## src/rtl/core/tsac_pkg.sv

```systemverilog
// tsac_pkg: widths, register indexes, reset values and shared types for the
// touch sample averaging and calibration block; no dependencies

package tsac_pkg;

  localparam int RAW_W       = 16;
  localparam int DIV_W       = 16;
  localparam int OFS_W       = 11;
  localparam int GAIN_W      = 16;
  localparam int CX_W        = 8;
  localparam int CY_W        = 9;
  localparam int CFG_IDX_W   = 3;
  localparam int CFG_DATA_W  = 16;

  localparam int SAMPLES_DEF = 16;
  localparam int FRAC_BITS   = 12;

  // signed value before scaling and the exact product
  localparam int V_W         = 18;
  localparam int PROD_W      = V_W + GAIN_W;

  localparam int X_SPAN      = 240;
  localparam int X_TOP       = 239;
  localparam int Y_TOP       = 319;

  localparam logic [CFG_IDX_W-1:0] REG_X_DIVISOR = 3'd0;
  localparam logic [CFG_IDX_W-1:0] REG_Y_DIVISOR = 3'd1;
  localparam logic [CFG_IDX_W-1:0] REG_X_OFFSET  = 3'd2;
  localparam logic [CFG_IDX_W-1:0] REG_Y_OFFSET  = 3'd3;
  localparam logic [CFG_IDX_W-1:0] REG_X_GAIN    = 3'd4;
  localparam logic [CFG_IDX_W-1:0] REG_Y_GAIN    = 3'd5;

  localparam logic [DIV_W-1:0]  DIVISOR_RST = 16'd128;
  localparam logic [OFS_W-1:0]  OFFSET_RST  = 11'd0;
  localparam logic [GAIN_W-1:0] GAIN_RST    = 16'd4096;

  localparam logic STATUS_OK    = 1'b0;
  localparam logic STATUS_NOISY = 1'b1;

  typedef struct packed {
    logic busy;
    logic done;
  } unit_stat_t;

endpackage

```

## src/rtl/core/tsac_if.sv

```systemverilog
// tsac_if: valid/ready channels for raw sample items and coordinate result items
// depends on tsac_pkg for field widths

interface tsac_sample_if;
  logic                         valid;
  logic                         ready;
  logic [tsac_pkg::RAW_W-1:0]   raw_x;
  logic [tsac_pkg::RAW_W-1:0]   raw_y;
  logic                         pen_down;

  modport source (output valid, raw_x, raw_y, pen_down, input ready);
  modport sink   (input valid, raw_x, raw_y, pen_down, output ready);
endinterface

interface tsac_result_if;
  logic                         valid;
  logic                         ready;
  logic [tsac_pkg::CX_W-1:0]    coord_x;
  logic [tsac_pkg::CY_W-1:0]    coord_y;
  logic                         status;

  modport source (output valid, coord_x, coord_y, status, input ready);
  modport sink   (input valid, coord_x, coord_y, status, output ready);
endinterface

```

## src/rtl/core/tsac_div.sv

```systemverilog
// tsac_div: restoring divider, one quotient bit per cycle
// depends on tsac_pkg; a zero divisor gives an all-ones quotient

module tsac_div #(
  parameter int DW = 20
) (
  input  logic                       clk,
  input  logic                       rst,
  input  logic                       start,
  input  logic [DW-1:0]              dividend,
  input  logic [tsac_pkg::DIV_W-1:0] divisor,
  output tsac_pkg::unit_stat_t       stat,
  output logic [DW-1:0]              quotient
);

  localparam int CW = $clog2(DW + 1);

  logic [DW-1:0]              shreg;
  logic [tsac_pkg::DIV_W-1:0] rem;
  logic [tsac_pkg::DIV_W-1:0] dsr;
  logic [CW-1:0]              cnt;
  logic                       busy;
  logic                       done;
  logic [tsac_pkg::DIV_W:0]   trial;
  logic                       fits;

  assign trial = {rem, shreg[DW-1]};
  assign fits  = trial >= {1'b0, dsr};

  always_ff @(posedge clk) begin
    if (rst) begin
      busy <= 1'b0;
      done <= 1'b0;
      cnt  <= '0;
    end else begin
      done <= 1'b0;
      if (start) begin
        busy <= 1'b1;
        cnt  <= CW'(DW);
      end else if (busy) begin
        cnt <= cnt - 1'b1;
        if (cnt == CW'(1)) begin
          busy <= 1'b0;
          done <= 1'b1;
        end
      end
    end
  end

  // quotient bits shift in at the bottom as dividend bits leave the top
  always_ff @(posedge clk) begin
    if (start) begin
      shreg <= dividend;
      rem   <= '0;
      dsr   <= divisor;
    end else if (busy) begin
      shreg <= {shreg[DW-2:0], fits};
      rem   <= fits ? tsac_pkg::DIV_W'(trial - {1'b0, dsr}) : trial[tsac_pkg::DIV_W-1:0];
    end
  end

  assign stat.busy = busy;
  assign stat.done = done;
  assign quotient  = shreg;

endmodule

```

## src/rtl/core/tsac_mul.sv

```systemverilog
// tsac_mul: shift-add multiplier, signed value by unsigned gain, one gain bit per cycle
// depends on tsac_pkg

module tsac_mul (
  input  logic                               clk,
  input  logic                               rst,
  input  logic                               start,
  input  logic signed [tsac_pkg::V_W-1:0]    mcand,
  input  logic [tsac_pkg::GAIN_W-1:0]        mplier,
  output tsac_pkg::unit_stat_t               stat,
  output logic signed [tsac_pkg::PROD_W-1:0] product
);

  localparam int CW = $clog2(tsac_pkg::GAIN_W + 1);

  logic signed [tsac_pkg::PROD_W-1:0] acc;
  logic signed [tsac_pkg::PROD_W-1:0] addend;
  logic [tsac_pkg::GAIN_W-1:0]        msr;
  logic [CW-1:0]                      cnt;
  logic                               busy;
  logic                               done;

  always_ff @(posedge clk) begin
    if (rst) begin
      busy <= 1'b0;
      done <= 1'b0;
      cnt  <= '0;
    end else begin
      done <= 1'b0;
      if (start) begin
        busy <= 1'b1;
        cnt  <= CW'(tsac_pkg::GAIN_W);
      end else if (busy) begin
        cnt <= cnt - 1'b1;
        if (cnt == CW'(1)) begin
          busy <= 1'b0;
          done <= 1'b1;
        end
      end
    end
  end

  always_ff @(posedge clk) begin
    if (start) begin
      acc    <= '0;
      addend <= {{(tsac_pkg::PROD_W - tsac_pkg::V_W){mcand[tsac_pkg::V_W-1]}}, mcand};
      msr    <= mplier;
    end else if (busy) begin
      if (msr[0]) begin
        acc <= acc + addend;
      end
      addend <= addend <<< 1;
      msr    <= msr >> 1;
    end
  end

  assign stat.busy = busy;
  assign stat.done = done;
  assign product   = acc;

endmodule

```

## src/rtl/core/touch_sample_average_calibrate.sv

```systemverilog
// touch_sample_average_calibrate: top level, burst averaging and per-axis calibration
// depends on tsac_pkg, tsac_if, tsac_div and tsac_mul
//
// usage: raw sample items (raw_x, raw_y, pen_down) enter on the sample channel,
// coordinate items (coord_x, coord_y, status) leave on the result channel, both
// valid/ready. configuration is a write-only port (cfg_write, cfg_index, cfg_data)
// to be used while the block is idle.
// a pen-down item during a burst is summed and gives no result;
// a pen-up item gives a noisy result the next cycle. the item after SAMPLES pen-down
// items is the final pen check: if the pen is still down, the block runs a shared
// bit-serial divider twice and a bit-serial multiplier once per axis, X then Y.
// no item is taken while this runs. the result sits in an output register; a new item
// is taken while it waits only if the receiver takes it in the same cycle, so a
// stalled receiver holds the result and stalls the sample side.
// reset (rst, synchronous) clears the sums, the count and the result valid flag and
// loads the default divisors, offsets and gains.

module touch_sample_average_calibrate #(
  parameter int SAMPLES = tsac_pkg::SAMPLES_DEF
) (
  input  logic                            clk,
  input  logic                            rst,
  tsac_sample_if.sink                     sample,
  tsac_result_if.source                   result,
  input  logic                            cfg_write,
  input  logic [tsac_pkg::CFG_IDX_W-1:0]  cfg_index,
  input  logic [tsac_pkg::CFG_DATA_W-1:0] cfg_data
);

  localparam int SW = tsac_pkg::RAW_W + $clog2(SAMPLES);
  localparam int CW = $clog2(SAMPLES + 1);

  localparam logic [1:0] S_COLLECT = 2'd0;
  localparam logic [1:0] S_AVG     = 2'd1;
  localparam logic [1:0] S_QUO     = 2'd2;
  localparam logic [1:0] S_MUL     = 2'd3;

  logic [1:0]                    state;
  logic                          axis;
  logic                          go;
  logic [SW-1:0]                 sum_x;
  logic [SW-1:0]                 sum_y;
  logic [CW-1:0]                 count;

  logic [tsac_pkg::DIV_W-1:0]    x_divisor;
  logic [tsac_pkg::DIV_W-1:0]    y_divisor;
  logic [tsac_pkg::OFS_W-1:0]    x_offset;
  logic [tsac_pkg::OFS_W-1:0]    y_offset;
  logic [tsac_pkg::GAIN_W-1:0]   x_gain;
  logic [tsac_pkg::GAIN_W-1:0]   y_gain;

  logic                          res_valid;
  logic [tsac_pkg::CX_W-1:0]     res_x;
  logic [tsac_pkg::CY_W-1:0]     res_y;
  logic                          res_status;

  logic [tsac_pkg::RAW_W-1:0]    avg;
  logic [tsac_pkg::RAW_W-1:0]    inv;
  logic [tsac_pkg::DIV_W-1:0]    quo;
  logic [tsac_pkg::CX_W-1:0]     cx_hold;

  logic                          take;
  logic                          full;
  logic                          div_start;
  logic                          mul_start;
  logic [SW-1:0]                 div_dividend;
  logic [tsac_pkg::DIV_W-1:0]    div_divisor;
  logic [SW-1:0]                 div_q;
  tsac_pkg::unit_stat_t          div_st;
  tsac_pkg::unit_stat_t          mul_st;

  logic signed [tsac_pkg::V_W-1:0]    ofs_ext;
  logic signed [tsac_pkg::V_W-1:0]    quo_ext;
  logic signed [tsac_pkg::V_W-1:0]    value;
  logic [tsac_pkg::GAIN_W-1:0]        gain;
  logic signed [tsac_pkg::PROD_W-1:0] prod;
  logic [tsac_pkg::PROD_W-2-tsac_pkg::FRAC_BITS:0] scaled;
  logic [tsac_pkg::CY_W-1:0]          top;
  logic [tsac_pkg::CY_W-1:0]          clamped;

  assign sample.ready = (state == S_COLLECT) && (!res_valid || result.ready);
  assign take         = sample.valid && sample.ready;
  assign full         = count == CW'(SAMPLES);
  assign div_start    = go && (state != S_MUL);
  assign mul_start    = go && (state == S_MUL);

  assign inv = tsac_pkg::RAW_W'(~avg + 1'b1);

  always_comb begin
    if (state == S_AVG) begin
      div_dividend = axis ? sum_y : sum_x;
      div_divisor  = tsac_pkg::DIV_W'(SAMPLES);
    end else begin
      div_dividend = {{(SW - tsac_pkg::RAW_W){1'b0}}, inv};
      div_divisor  = axis ? y_divisor : x_divisor;
    end
  end

  // X: 240 - q - offset, Y: q - offset, exact in 18 signed bits
  assign ofs_ext = axis ? {{(tsac_pkg::V_W - tsac_pkg::OFS_W){y_offset[tsac_pkg::OFS_W-1]}}, y_offset}
                        : {{(tsac_pkg::V_W - tsac_pkg::OFS_W){x_offset[tsac_pkg::OFS_W-1]}}, x_offset};
  assign quo_ext = {{(tsac_pkg::V_W - tsac_pkg::DIV_W){1'b0}}, quo};
  assign value   = axis ? (quo_ext - ofs_ext)
                        : (tsac_pkg::V_W'(tsac_pkg::X_SPAN) - quo_ext - ofs_ext);
  assign gain    = axis ? y_gain : x_gain;

  assign scaled  = prod[tsac_pkg::PROD_W-2:tsac_pkg::FRAC_BITS];
  assign top     = axis ? tsac_pkg::CY_W'(tsac_pkg::Y_TOP) : tsac_pkg::CY_W'(tsac_pkg::X_TOP);

  always_comb begin
    if (prod[tsac_pkg::PROD_W-1]) begin
      clamped = '0;
    end else if (scaled > {{($bits(scaled) - tsac_pkg::CY_W){1'b0}}, top}) begin
      clamped = top;
    end else begin
      clamped = scaled[tsac_pkg::CY_W-1:0];
    end
  end

  tsac_div #(
    .DW (SW)
  ) u_div (
    .clk      (clk),
    .rst      (rst),
    .start    (div_start),
    .dividend (div_dividend),
    .divisor  (div_divisor),
    .stat     (div_st),
    .quotient (div_q)
  );

  tsac_mul u_mul (
    .clk     (clk),
    .rst     (rst),
    .start   (mul_start),
    .mcand   (value),
    .mplier  (gain),
    .stat    (mul_st),
    .product (prod)
  );

  always_ff @(posedge clk) begin
    if (rst) begin
      state     <= S_COLLECT;
      axis      <= 1'b0;
      go        <= 1'b0;
      sum_x     <= '0;
      sum_y     <= '0;
      count     <= '0;
      res_valid <= 1'b0;
      x_divisor <= tsac_pkg::DIVISOR_RST;
      y_divisor <= tsac_pkg::DIVISOR_RST;
      x_offset  <= tsac_pkg::OFFSET_RST;
      y_offset  <= tsac_pkg::OFFSET_RST;
      x_gain    <= tsac_pkg::GAIN_RST;
      y_gain    <= tsac_pkg::GAIN_RST;
    end else begin
      go <= 1'b0;
      if (res_valid && result.ready) begin
        res_valid <= 1'b0;
      end

      if (cfg_write) begin
        case (cfg_index)
          tsac_pkg::REG_X_DIVISOR: x_divisor <= cfg_data;
          tsac_pkg::REG_Y_DIVISOR: y_divisor <= cfg_data;
          tsac_pkg::REG_X_OFFSET:  x_offset  <= cfg_data[tsac_pkg::OFS_W-1:0];
          tsac_pkg::REG_Y_OFFSET:  y_offset  <= cfg_data[tsac_pkg::OFS_W-1:0];
          tsac_pkg::REG_X_GAIN:    x_gain    <= cfg_data;
          tsac_pkg::REG_Y_GAIN:    y_gain    <= cfg_data;
          default: ;
        endcase
      end

      case (state)
        S_COLLECT: begin
          if (take) begin
            if (!sample.pen_down) begin
              sum_x     <= '0;
              sum_y     <= '0;
              count     <= '0;
              res_valid <= 1'b1;
            end else if (!full) begin
              sum_x <= sum_x + SW'(sample.raw_x);
              sum_y <= sum_y + SW'(sample.raw_y);
              count <= count + 1'b1;
            end else begin
              axis  <= 1'b0;
              go    <= 1'b1;
              state <= S_AVG;
            end
          end
        end
        S_AVG: begin
          if (div_st.done) begin
            go    <= 1'b1;
            state <= S_QUO;
          end
        end
        S_QUO: begin
          if (div_st.done) begin
            go    <= 1'b1;
            state <= S_MUL;
          end
        end
        S_MUL: begin
          if (mul_st.done) begin
            if (axis) begin
              sum_x     <= '0;
              sum_y     <= '0;
              count     <= '0;
              res_valid <= 1'b1;
              state     <= S_COLLECT;
            end else begin
              axis  <= 1'b1;
              go    <= 1'b1;
              state <= S_AVG;
            end
          end
        end
        default: state <= S_COLLECT;
      endcase
    end
  end

  always_ff @(posedge clk) begin
    if (state == S_COLLECT && take && !sample.pen_down) begin
      res_x      <= '0;
      res_y      <= '0;
      res_status <= tsac_pkg::STATUS_NOISY;
    end
    if (state == S_AVG && div_st.done) begin
      avg <= div_q[tsac_pkg::RAW_W-1:0];
    end
    if (state == S_QUO && div_st.done) begin
      quo <= div_q[tsac_pkg::DIV_W-1:0];
    end
    if (state == S_MUL && mul_st.done) begin
      if (axis) begin
        res_x      <= cx_hold;
        res_y      <= clamped;
        res_status <= tsac_pkg::STATUS_OK;
      end else begin
        cx_hold <= clamped[tsac_pkg::CX_W-1:0];
      end
    end
  end

  assign result.valid   = res_valid;
  assign result.coord_x = res_x;
  assign result.coord_y = res_y;
  assign result.status  = res_status;

`ifndef NO_ASSERTIONS
  // a noisy result never carries coordinates
  a_noisy_zero: assert property (@(posedge clk) disable iff (rst)
    res_valid && res_status |-> res_x == '0 && res_y == '0)
    else $error("noisy result with nonzero coordinates");

  a_on_screen: assert property (@(posedge clk) disable iff (rst)
    res_valid |-> res_x <= tsac_pkg::CX_W'(tsac_pkg::X_TOP)
               && res_y <= tsac_pkg::CY_W'(tsac_pkg::Y_TOP))
    else $error("coordinate beyond screen");

  a_count_bound: assert property (@(posedge clk) disable iff (rst)
    count <= CW'(SAMPLES))
    else $error("sample count beyond burst length");

  // the shared divider and multiplier take turns
  a_units_exclusive: assert property (@(posedge clk) disable iff (rst)
    !(div_st.busy && mul_st.busy))
    else $error("divider and multiplier busy together");

  a_burst_cleared: assert property (@(posedge clk) disable iff (rst)
    state == S_MUL && mul_st.done && axis |=> count == '0 && sum_x == '0 && res_valid)
    else $error("burst not cleared after ok result");
`endif

endmodule

```

## src/flat_wrapper.sv

```systemverilog
// flat-port wrapper written by rule: the top's interface ports become plain ports
module touch_sample_average_calibrate_flat 
#(
  parameter int SAMPLES = tsac_pkg::SAMPLES_DEF
)
  (clk, rst, cfg_write, cfg_index, cfg_data, sample_valid, sample_raw_x, sample_raw_y, sample_pen_down, sample_ready, result_valid, result_coord_x, result_coord_y, result_status, result_ready);
  tsac_sample_if sample_i ();
  tsac_result_if result_i ();
  input  logic clk;
  input  logic rst;
  input  logic cfg_write;
  input  logic [tsac_pkg::CFG_IDX_W-1:0] cfg_index;
  input  logic [tsac_pkg::CFG_DATA_W-1:0] cfg_data;
  input wire logic [$bits(sample_i.valid)-1:0] sample_valid;
  input wire logic [$bits(sample_i.raw_x)-1:0] sample_raw_x;
  input wire logic [$bits(sample_i.raw_y)-1:0] sample_raw_y;
  input wire logic [$bits(sample_i.pen_down)-1:0] sample_pen_down;
  output wire logic [$bits(sample_i.ready)-1:0] sample_ready;
  output wire logic [$bits(result_i.valid)-1:0] result_valid;
  output wire logic [$bits(result_i.coord_x)-1:0] result_coord_x;
  output wire logic [$bits(result_i.coord_y)-1:0] result_coord_y;
  output wire logic [$bits(result_i.status)-1:0] result_status;
  input wire logic [$bits(result_i.ready)-1:0] result_ready;
  assign sample_i.valid = sample_valid;
  assign sample_i.raw_x = sample_raw_x;
  assign sample_i.raw_y = sample_raw_y;
  assign sample_i.pen_down = sample_pen_down;
  assign sample_ready = sample_i.ready;
  assign result_valid = result_i.valid;
  assign result_coord_x = result_i.coord_x;
  assign result_coord_y = result_i.coord_y;
  assign result_status = result_i.status;
  assign result_i.ready = result_ready;
  touch_sample_average_calibrate #(.SAMPLES(SAMPLES)) u_core (.clk(clk), .rst(rst), .sample(sample_i), .result(result_i), .cfg_write(cfg_write), .cfg_index(cfg_index), .cfg_data(cfg_data));
endmodule
```

## config.mk

```make
export PLATFORM = sky130hd
export DESIGN_NAME = touch_sample_average_calibrate_flat
export DESIGN_NICKNAME = d
export VERILOG_FILES = /design/src/rtl/core/tsac_pkg.sv /design/src/rtl/core/tsac_if.sv /design/src/rtl/core/tsac_div.sv /design/src/rtl/core/tsac_mul.sv /design/src/rtl/core/touch_sample_average_calibrate.sv /design/src/flat_wrapper.sv
export SDC_FILE = /design/constraint.sdc
export NUM_CORES = 1
export LEC_CHECK = 0
export BUFFER_PORTS_ARGS = -buffer_cell sky130_fd_sc_hd__buf_2
export CELL_PAD_IN_SITES_DETAIL_PLACEMENT = 1
export CELL_PAD_IN_SITES_GLOBAL_PLACEMENT = 2
export CORE_ASPECT_RATIO = 0.9
export CORE_UTILIZATION = 35
export CTS_CLUSTER_DIAMETER = 120
export CTS_CLUSTER_SIZE = 40
export DETAILED_ROUTE_END_ITERATION = 7
export GPL_ROUTABILITY_DRIVEN = 0
export PLACE_DENSITY_LB_ADDON = 0.1
export SLEW_MARGIN = 20
export SYNTH_ARGS = -nofsm -noshare
export SYNTH_HDL_FRONTEND = slang
export SYNTH_SLANG_ARGS = --single-unit
```

## constraint.sdc

```tcl
create_clock -name clk -period 4.08 [get_ports clk]
set_input_delay 1.02 -clock clk [delete_from_list [all_inputs] [get_ports clk]]
set_output_delay 1.02 -clock clk [all_outputs]
set_load 0.005 [all_outputs]
```

* After elaboration in Yosys (flattened, before gate mapping)
Cells that the tools add are included.
Storage, ports and cells: register bits after elaboration 344, logic and storage cells 183
Cells by class: mux-type cells 79, reductions and logical operators 34, eq/ne operators 20, $lt $le $gt $ge 2, add/subtract/negate cells 11, bitwise gates (word level) 4
Operators by type and width (count):
- $mux 20 | 12
- $mux 16 | 5
- $pmux 20 s2 | 2
- $mux 34 | 2
- $mux 9 | 6
- $mux 5 | 9
- $add 20x16->20 | 2
- $mux 18 | 2
- $add 34x34->34 | 1
- $mux 1 | 27
- $mux 8 | 3
- $gt 21x9->1 | 1
- $sub 17x18->18 | 1
- $sub 18x18->18 | 1
- $ge 17x16->1 | 1
- $sub 8x16->17 const A | 1
- $add 16x1->16 const B | 1
- $not 16->16 | 1
- $reduce_and 2->1 | 8
- $sub 16x16->16 | 1
- $mux 2 | 6
- $eq 5x1->1 const B | 2
- $logic_and 1x1->1 | 10
- $ne 2x2->1 const B | 5
- other kinds (24) | 40

* Depth between registers and ports, before layout
Gate-level depths: netlist of the first run.
word-level depth 9, depth in mapped cells 18, depth with buffers taken out 16

* Cells and area by module
A second synthesis of the first run with hierarchy kept.
Unflattened totals: cell total of the unflattened synthesis 2206, area, all modules 19920.4 sq um
Modules (own cells, without submodules):
- touch_sample_average_calibrate | seq. area each 4284.1 sq um, cells each 1334, times used 1, area an instance 11239.5 sq um
- tsac_mul | seq. area each 2322.2 sq um, cells each 561, times used 1, area an instance 5424.0 sq um
- tsac_div | seq. area each 1541.5 sq um, cells each 311, times used 1, area an instance 3256.9 sq um

* Worst setup path after synthesis of the first run
Ideal clock, no wire load.
path type register -> register, from reg u_core.axis, to reg u_core.u_mul.addend[16] (netlist bit) (data pin), clock period less this slack 4.391 ns, stages on the path, launching flop included 15, arrival 4.133 ns, buffers on the path 3, slack -0.311 ns, path through dfxtp_1 -> clkbuf_1 -> clkbuf_1 -> buf_1 -> mux2_2 -> fa_1 -> a21o_1 -> a21o_1 -> a21oi_4 -> nor3_2 -> o41a_1 -> or4_1 -> a31oi_1 -> xor2_1 -> o21ai_1
Between the ends: longest elaborated chain between the ends 4, elaborated cells between the ends (all ways) 5, classes of those cells add/sub: 2; mux: 3
RTL lines:
- start, declared | line touch_sample_average_calibrate.sv:39 | logic axis;
- start signal, assigned | line touch_sample_average_calibrate.sv:145 | axis <= 1'b0;
- start signal, assigned | line touch_sample_average_calibrate.sv:188 | axis <= 1'b0;
- start signal, assigned | line touch_sample_average_calibrate.sv:215 | axis <= 1'b1;
- $mux 18 | line touch_sample_average_calibrate.sv:100 | assign ofs_ext = axis ? {{(tsac_pkg::V_W - tsac_pkg::OFS_W){y_offset[tsac_pkg::OFS_W-1]}}, y_offset}
- $sub 18x18->18 or $sub 17x18->18 (tied branches) | line touch_sample_average_calibrate.sv:104, touch_sample_average_calibrate.sv:103
- $mux 18 * | line touch_sample_average_calibrate.sv:103 | assign value = axis ? (quo_ext - ofs_ext)
- $mux 34 * | line tsac_mul.sv:44 | if (start) begin
- end signal, assigned | line tsac_mul.sv:46 | addend <= {{(tsac_pkg::PROD_W - tsac_pkg::V_W){mcand[tsac_pkg::V_W-1]}}, mcand};
- end signal, assigned | line tsac_mul.sv:52 | addend <= addend <<< 1;
- end, declared | line tsac_mul.sv:17 | logic signed [tsac_pkg::PROD_W-1:0] addend;
Every way passes the cells marked *; elsewhere a longest branch is shown, timed or not. A chain may end at the register's enable or synchronous reset.

* Final worst setup path of the first run
from reg u_core.quo[0] (netlist bit), to reg u_core.u_mul.addend[31] (netlist bit) (data pin)
Between the ends: longest elaborated chain between the ends 4, elaborated cells between the ends (all ways) 5, classes of those cells add/sub: 3; mux: 2
RTL lines:
- start, declared | line touch_sample_average_calibrate.sv:59 | logic [tsac_pkg::DIV_W-1:0] quo;
- start signal, assigned | line touch_sample_average_calibrate.sv:236 | quo <= div_q[tsac_pkg::DIV_W-1:0];
- $sub 8x16->17 | line touch_sample_average_calibrate.sv:104 | : (tsac_pkg::V_W'(tsac_pkg::X_SPAN) - quo_ext - ofs_ext);
- $sub 18x18->18 | line touch_sample_average_calibrate.sv:104
- $mux 18 * | line touch_sample_average_calibrate.sv:103
- $mux 34 * | line tsac_mul.sv:44
Marked as above.

==> results of run 1 <==
[Yosys cell counts, types with 4 or more instances]
master	number
a2111oi_0	4
a211oi_1	14
a21o_1	51
a21oi_1	212
a22o_1	16
a22oi_1	14
a31oi_1	17
and2_1	10
and3_1	15
buf_1	8
buf_2	4
clkbuf_1	87
dfxtp_1	218
edfxtp_1	126
fa_1	5
ha_1	115
inv_1	66
mux2_2	11
mux2i_1	68
nand2_1	358
nand2b_1	15
nand3_1	20
nand3b_1	7
nand4_1	14
nor2_1	169
nor2b_1	25
nor3_1	52
nor4_1	14
nor4b_1	4
o211ai_1	11
o21a_1	28
o21ai_0	136
o21ai_1	4
o21bai_1	7
o31ai_1	8
or2_2	5
or3_1	8
xnor2_1	69
xor2_1	45
[worst min-delay path, stage by stage (launching register included)]
cell and delay [ps]:
dfxtp_1 340, nand2_1 50, nand2_1 40
[sequential cells by signal (all words and copies together), names as in the netlist, 8 cells and up]
name / cells
u_core.avg: 16
u_core.cx_hold: 8
u_core.quo: 16
u_core.result.coord_x: 8
u_core.result.coord_y: 9
u_core.sum_x: 20
u_core.sum_y: 20
u_core.u_div.dsr: 16
u_core.u_div.quotient: 20
u_core.u_div.rem: 16
u_core.u_mul.addend: 34
u_core.u_mul.msr: 16
u_core.u_mul.product: 34
u_core.x_divisor: 16
u_core.x_gain: 16
u_core.x_offset: 11
u_core.y_divisor: 16
u_core.y_gain: 16
u_core.y_offset: 11
[routing by layer]
| metal | up-vias | share of wire | wire (um) |
|---|---|---|---|
| met5 | - | 0 | 0 |
| met3 | 27 | 0.013 | 678 |
| met2 | 86 | 0.47 | 24200 |
| met4 | 0 | 0.013 | 661 |
| li1 | 7506 | - | - |
| met1 | 7364 | 0.51 | 26100 |
[final cells by class]
type	instances	area (um2)
clock buffer	17	383
clock inverter	7	111
fill	6193	32600
inverter	66	248
multi-input combinational	1605	10000
sequential	344	8150
tap	697	872
timing repair buffer	102	578
[worst min-delay path by stage]
stage | from | end | cells after the start
floorplan | u_core.x_divisor[4]$_SDFFE_PP0P_ | u_core.x_divisor[4]$_SDFFE_PP0P_ | 2
global placement | u_core.result.coord_y[8]$_DFF_P_ | u_core.result.coord_y[8]$_DFF_P_ | 2
detailed placement | u_core.result.coord_y[8]$_DFF_P_ | u_core.result.coord_y[8]$_DFF_P_ | 2
CTS | u_core.result.coord_y[8]$_DFF_P_ | u_core.result.coord_y[8]$_DFF_P_ | 2
global route | u_core.x_gain[8]$_SDFFE_PP0P_ | u_core.x_gain[8]$_SDFFE_PP0P_ | 2
finish | u_core.result.coord_y[8]$_DFF_P_ | u_core.result.coord_y[8]$_DFF_P_ | 2
[power by group through the flow]
stage                     logic [uW]  registers [uW]  clock network, uW
after floorplan                  289            3670                  0
after global placement           424            3690                  0
after detailed placement         432            3690                  0
after CTS                        435            3610               2080
after global routing             483            3620               2160
final                            429            3610               1980
[stage by stage]
stage	power (uW)	setup WS, ps	area, um2
final	6020	379	20400
after global routing	6260	4.59	20400
after CTS	6130	224	20300
after detailed placement	4120	64.6	19900
after global placement	4110	200	19900
after floorplan	3960	125	18800
[cells by family (layout without fill, tap and decap cells)]
group                    after synthesis  in the layout  share of synthesized area
multiplexers                          79             79                     0.0428
XOR/XNOR                             114            114                     0.0532
AND/OR/NAND/NOR                      728            728                      0.170
adder cells (fa/ha/maj)              120            120                     0.0820
flip-flops                           344            344                      0.434
AO/OA/AOI/OAI                        564            564                      0.184
buffers and inverters                168            192                     0.0344
==> flow_summary_export.csv, run 1 <==
group,metric,value,unit
detailed_routing,viasPerCell,5.28,
detailed_routing,drt_wl_total,51.7,mm
synthesis,synth_warnings,0,
floorplan,initial_core_util,0.355,
layout,num_antenna_cells,0,
critical_path,crit_buf_inv,1,
synthesis,syn_nets,2294,
clock_tree,cts_setup_buffers,0,
critical_path,endpoint_kind,"flop",
sta,max_slew_margin,0.335,
layout,fin_cells,2838,
placement,dp.cells,2814,
global_route,gr-max-usage-layer,"met2",
global_route,use_met2,0.312,
synthesis,synth_area_leaders,"dfxtp_1 23%, edfxtp_1 20%, ha_1 7.7%",
placement,place_hpwl,37.2,mm
layout,layout_commonest_cell,"nand2_1",
synthesis,synth_area_per_cell,8.87,um2
power,power_switching,1540,uW
synthesis,synth_top_area_share,0.232,
synthesis,synth_seq_area_share,0.434,
sta,rsz0062_at_grt,"false",
synthesis,syn_inst,2117,
synthesis,synth_top_area_cell,"dfxtp_1",
clock_tree,htreeDepth,1,
sta,final_max_slew_viol_count,0,
detailed_routing,wl_per_cell,18.2,um
layout,layout-drive-gt1-share,0.0733,
critical_path,r2r_start,"u_core.quo[0]$_DFFE_PP_",
critical_path,r2r_slack,380,ps
synthesis,ys_ff_latch,344,
floorplan,core_area,0.0530,mm2
clock_tree,cts_sinks,344,
global_route,grt_pass1_vias,15400,
layout,fin_nets,2310,
power,leakagePower,0.00791,uW
critical_path,required,4400,ps
clock_tree,cts_buffer_depth,3,
power,pwr-share-clk,0.329,
critical_path,critPathLaunchType,"flop",
detailed_routing,first_pass_iters,5,
critical_path,r2r-end,"u_core.u_mul.addend[31]$_DFFE_PP_",
critical_path,slowest_delay,650,ps
synthesis,synth.distinct_cells,72,
critical_path,cp_data_arrival_time,4020,ps
clock_tree,cts_root_buf,"clkbuf_16",
clock_tree,cts_resized,0,
detailed_routing,vias,15000,
critical_path,endpoint,"u_core.u_mul.addend[31]$_DFFE_PP_",
clock_tree,postCtsHoldBufs,0,
critical_path,worstPathCellList,"inv_1, ha_1, mux2_2, ha_1, nor2b_1, o21ai_0, a21boi_1, o21ai_0, a21oi_1, o211ai_1, a2111oi_1, o21ai_4, o21a_1",
floorplan,die_x,246,um
detailed_routing,ant_nets,0,
clock_tree,cts_made_buffers,14,
global_route,grt_max_degree,71,
critical_path,rr_worst_depth,13,
layout,area_delta_synth_final,8.40,%
synthesis,synthFlopType,"dfxtp_1",
power,sw_frac_of_total,0.256,
power,cell_internal_pwr,4480,uW
clock_tree,clk_pin_slew,140,ps
hold_path,hold_class,"reg2reg",
power,seqPwrFrac,0.600,
detailed_routing,drt_iter0_drc,692,
critical_path,path_depth,13,
power,pwr-share-comb,0.071,
power,p_per_area,296,mW/mm2
critical_path,critical_path_peak_fanout,17,
sta,worst_clock_skew,58.2,ps
detailed_routing,drc,0,
sta,setup_violations,0,
global_route,use_met3,0.0146,
global_route,gr-total-overflow,0,
synthesis,synth_edf_count,126,
synthesis,synth_area,0.0188,mm2
layout,layout_common_cells,"356 x nand2_1, 217 x dfxtp_1, 212 x a21oi_1",
sta,finalHoldViolCount,0,
critical_path,critPathSlowestCell,"a2111oi_1",
floorplan,dieArea,0.0546,mm2
outcome,status,"finished, final reports clean",
clock_tree,cts_tree,"built",
critical_path,critPathTopFamily,"compound AO/OA/AOI/OAI gates",
global_route,grt_pass1_wl,83.5,mm
clock_tree,worstSkewPairLatency,570,ps
floorplan,num_rows,80,
global_route,antenna_found_initial,0,
sta,max_freq,270,MHz
sta,worst_slew_pin_slew,996,ps
sta,tns,0,ps
job,drv_cap,0,
critical_path,cp-startpoint,"u_core.quo[0]$_DFFE_PP_",
sta,min_period_over_period,0.907,
power,max-vdd-ir-drop,0.238,mV
sta,period_minus_slack,3700,ps
placement,io_buffers,76,
global_route,met1_usage,0.268,
sta,timing.hold.ws,457,ps
global_route,grt_util_all_layers,0.188,
critical_path,criticalPathCategory,"reg2reg",
synthesis,async_flop_share,0,
floorplan,ios,77,
layout,post-route-util,0.384,
floorplan,die_y,222,um
Power figures use the tool's default switching activity.
==> inputs of run 2 (changes only) <==
- BUFFER_PORTS_ARGS: -buffer_cell sky130_fd_sc_hd__buf_2 -> default
- CORE_UTILIZATION: 35 -> 37
- CTS_CLUSTER_DIAMETER: 120 -> default
- DONT_BUFFER_PORTS: default -> 1
==> run 2 against run 1 <==
Effect of this change:
- first-iteration DRC count is 15% lower
- clock skew is 40 ps lower
- cell area is 2.2% higher
- setup slack worse by 80 ps
- total power is 28% higher
- clock power is 88% higher
- clock-buffer cell count is 46 higher
- combinational power is 18% lower
- critical path depth stayed put
- die area is 5.4% lower
==> flow_summary_export.csv, run 2 (same netlist as run 1, synthesis figures left out) <==
group,metric,value,unit
clock_tree,worstSkewPairLatency,560,ps
outcome,status,"finished, final reports clean",
sta,worst_slew_pin_slew,911,ps
job,drv_cap,0,
detailed_routing,vias,14800,
layout,layout_commonest_cell,"nand2_1",
detailed_routing,drt_iter0_drc,587,
critical_path,r2r_slack,300,ps
detailed_routing,drt_wl_total,51.7,mm
detailed_routing,drc,0,
sta,max_slew_margin,0.391,
sta,period_minus_slack,3780,ps
global_route,grt_pass1_vias,15300,
layout,post-route-util,0.419,
sta,min_period_over_period,0.927,
power,max-vdd-ir-drop,0.233,mV
clock_tree,cts_tree,"built",
critical_path,required,4370,ps
sta,timing.hold.ws,453,ps
power,pwr-share-clk,0.484,
detailed_routing,viasPerCell,5.31,
floorplan,dieArea,0.0517,mm2
power,cell_internal_pwr,5940,uW
sta,tns,0,ps
sta,fin_ws,299,ps
power,leakagePower,0.00800,uW
clock_tree,cts_root_buf,"clkbuf_16",
detailed_routing,first_pass_iters,4,
sta,max_freq,264,MHz
sta,rsz0062_at_grt,"false",
layout,num_antenna_cells,0,
placement,io_buffers,0,
detailed_routing,ant_nets,0,
critical_path,rr_worst_depth,13,
power,pwr-share-comb,0.046,
sta,worst_clock_skew,18.1,ps
critical_path,endpoint_kind,"flop",
clock_tree,htreeDepth,2,
critical_path,r2r_start,"u_core.quo[0]$_DFFE_PP_",
clock_tree,cts_made_buffers,41,
global_route,grt_pass1_wl,84.3,mm
layout,area_delta_synth_final,10.8,%
critical_path,critical_path_peak_fanout,3,
floorplan,die_x,239,um
placement,place_hpwl,36.8,mm
power,power_switching,1750,uW
floorplan,die_y,216,um
layout,layout-drive-gt1-share,0.0562,
layout,layout_common_cells,"356 x nand2_1, 217 x dfxtp_1, 212 x a21oi_1",
critical_path,critPathLaunchType,"flop",
sta,setup_violations,0,
critical_path,endpoint,"u_core.u_mul.addend[16]$_DFFE_PP_",
clock_tree,cts_setup_buffers,0,
clock_tree,cts_sinks,344,
critical_path,cp-startpoint,"u_core.quo[0]$_DFFE_PP_",
clock_tree,clk_pin_slew,60,ps
floorplan,ios,77,
placement,dp_slack,150,ps
floorplan,num_rows,77,
floorplan,core_area,0.0496,mm2
power,sw_frac_of_total,0.227,
layout,fin_nets,2262,
clock_tree,postCtsHoldBufs,0,
global_route,antenna_found_initial,0,
global_route,grt_max_degree,133,
critical_path,criticalPathCategory,"reg2reg",
detailed_routing,wl_per_cell,18.6,um
sta,final_max_slew_viol_count,0,
critical_path,cp_data_arrival_time,4070,ps
clock_tree,cts_buffer_depth,3,
power,seqPwrFrac,0.470,
power,p_per_area,370,mW/mm2
global_route,grt_util_all_layers,0.203,
global_route,gr-total-overflow,0,
critical_path,r2r-end,"u_core.u_mul.addend[16]$_DFFE_PP_",
sta,finalHoldViolCount,0,
hold_path,hold_class,"reg2reg",
floorplan,initial_core_util,0.378,
-- run 2: layout make-up --
| type | instances | area [um2] |
|---|---|---|
| clock buffers | 63 | 1200 |
| clock inverters | 12 | 150 |
| fillers | 5759 | 28800 |
| inverters | 66 | 248 |
| multi-input cells | 1605 | 10000 |
| flip-flops and latches | 344 | 8150 |
| well taps | 671 | 840 |
| repair buffers | 27 | 203 |
-- run 2: how the worst min path moves through the flow --
stage | cells past startpoint | startpoint | end
2_1_floorplan | 2 | u_core.x_divisor[4]$_SDFFE_PP0P_ | u_core.x_divisor[4]$_SDFFE_PP0P_
3_3_place_gp | 2 | u_core.x_divisor[4]$_SDFFE_PP0P_ | u_core.x_divisor[4]$_SDFFE_PP0P_
3_5_place_dp | 2 | u_core.x_offset[6]$_SDFFE_PP0P_ | u_core.x_offset[6]$_SDFFE_PP0P_
4_1_cts | 2 | u_core.x_offset[6]$_SDFFE_PP0P_ | u_core.x_offset[6]$_SDFFE_PP0P_
5_1_grt | 2 | u_core.x_gain[7]$_SDFFE_PP0P_ | u_core.x_gain[7]$_SDFFE_PP0P_
6_report | 2 | u_core.x_gain[3]$_SDFFE_PP0P_ | u_core.x_gain[3]$_SDFFE_PP0P_
-- run 2: worst max-delay path, stage by stage, from the launching register on --
cell and delay (ps):
edfxtp_1 410, inv_1 120, ha_1 230, mux2_2 300, fa_1 480, a21o_1 180, a21o_1 230, a21oi_4 180
nor3_2 80, o41a_1 410, or4_1 420, a31oi_1 210, xor2_1 170, o21ai_1 70
-- run 2: metrics by stage --
stage          total power, uW  instance area (um2)  cells
6_report                  7690                20800   2788
5_1_grt                   7980                20800   2788
4_1_cts                   7800                20800   2788
3_5_place_dp              4040                19400   2713
3_3_place_gp              4030                19400   2713
2_1_floorplan             3960                18800   2117
-- run 2: power by group through the flow --
stage,Combinational [uW],Clock [uW],Sequential (uW)
3_3_place_gp,344,0,3690
2_1_floorplan,289,0,3670
6_report,351,3720,3610
3_5_place_dp,352,0,3690
5_1_grt,398,3960,3620
4_1_cts,355,3830,3610
-- run 2: per-layer routing --
metal  global-route usage  vias up  part of all wire
li1                     -     7433                 -
met5                    0        -                 0
met2                0.327      126              0.45
met4               0.0498        0             0.019
met3               0.0265       62             0.024
met1                0.287     7191              0.51
-- run 2: timing repair --
item	CTS	global route
hold endpoints to repair	0	0
resized for setup	0	2
setup endpoints to repair	0	17
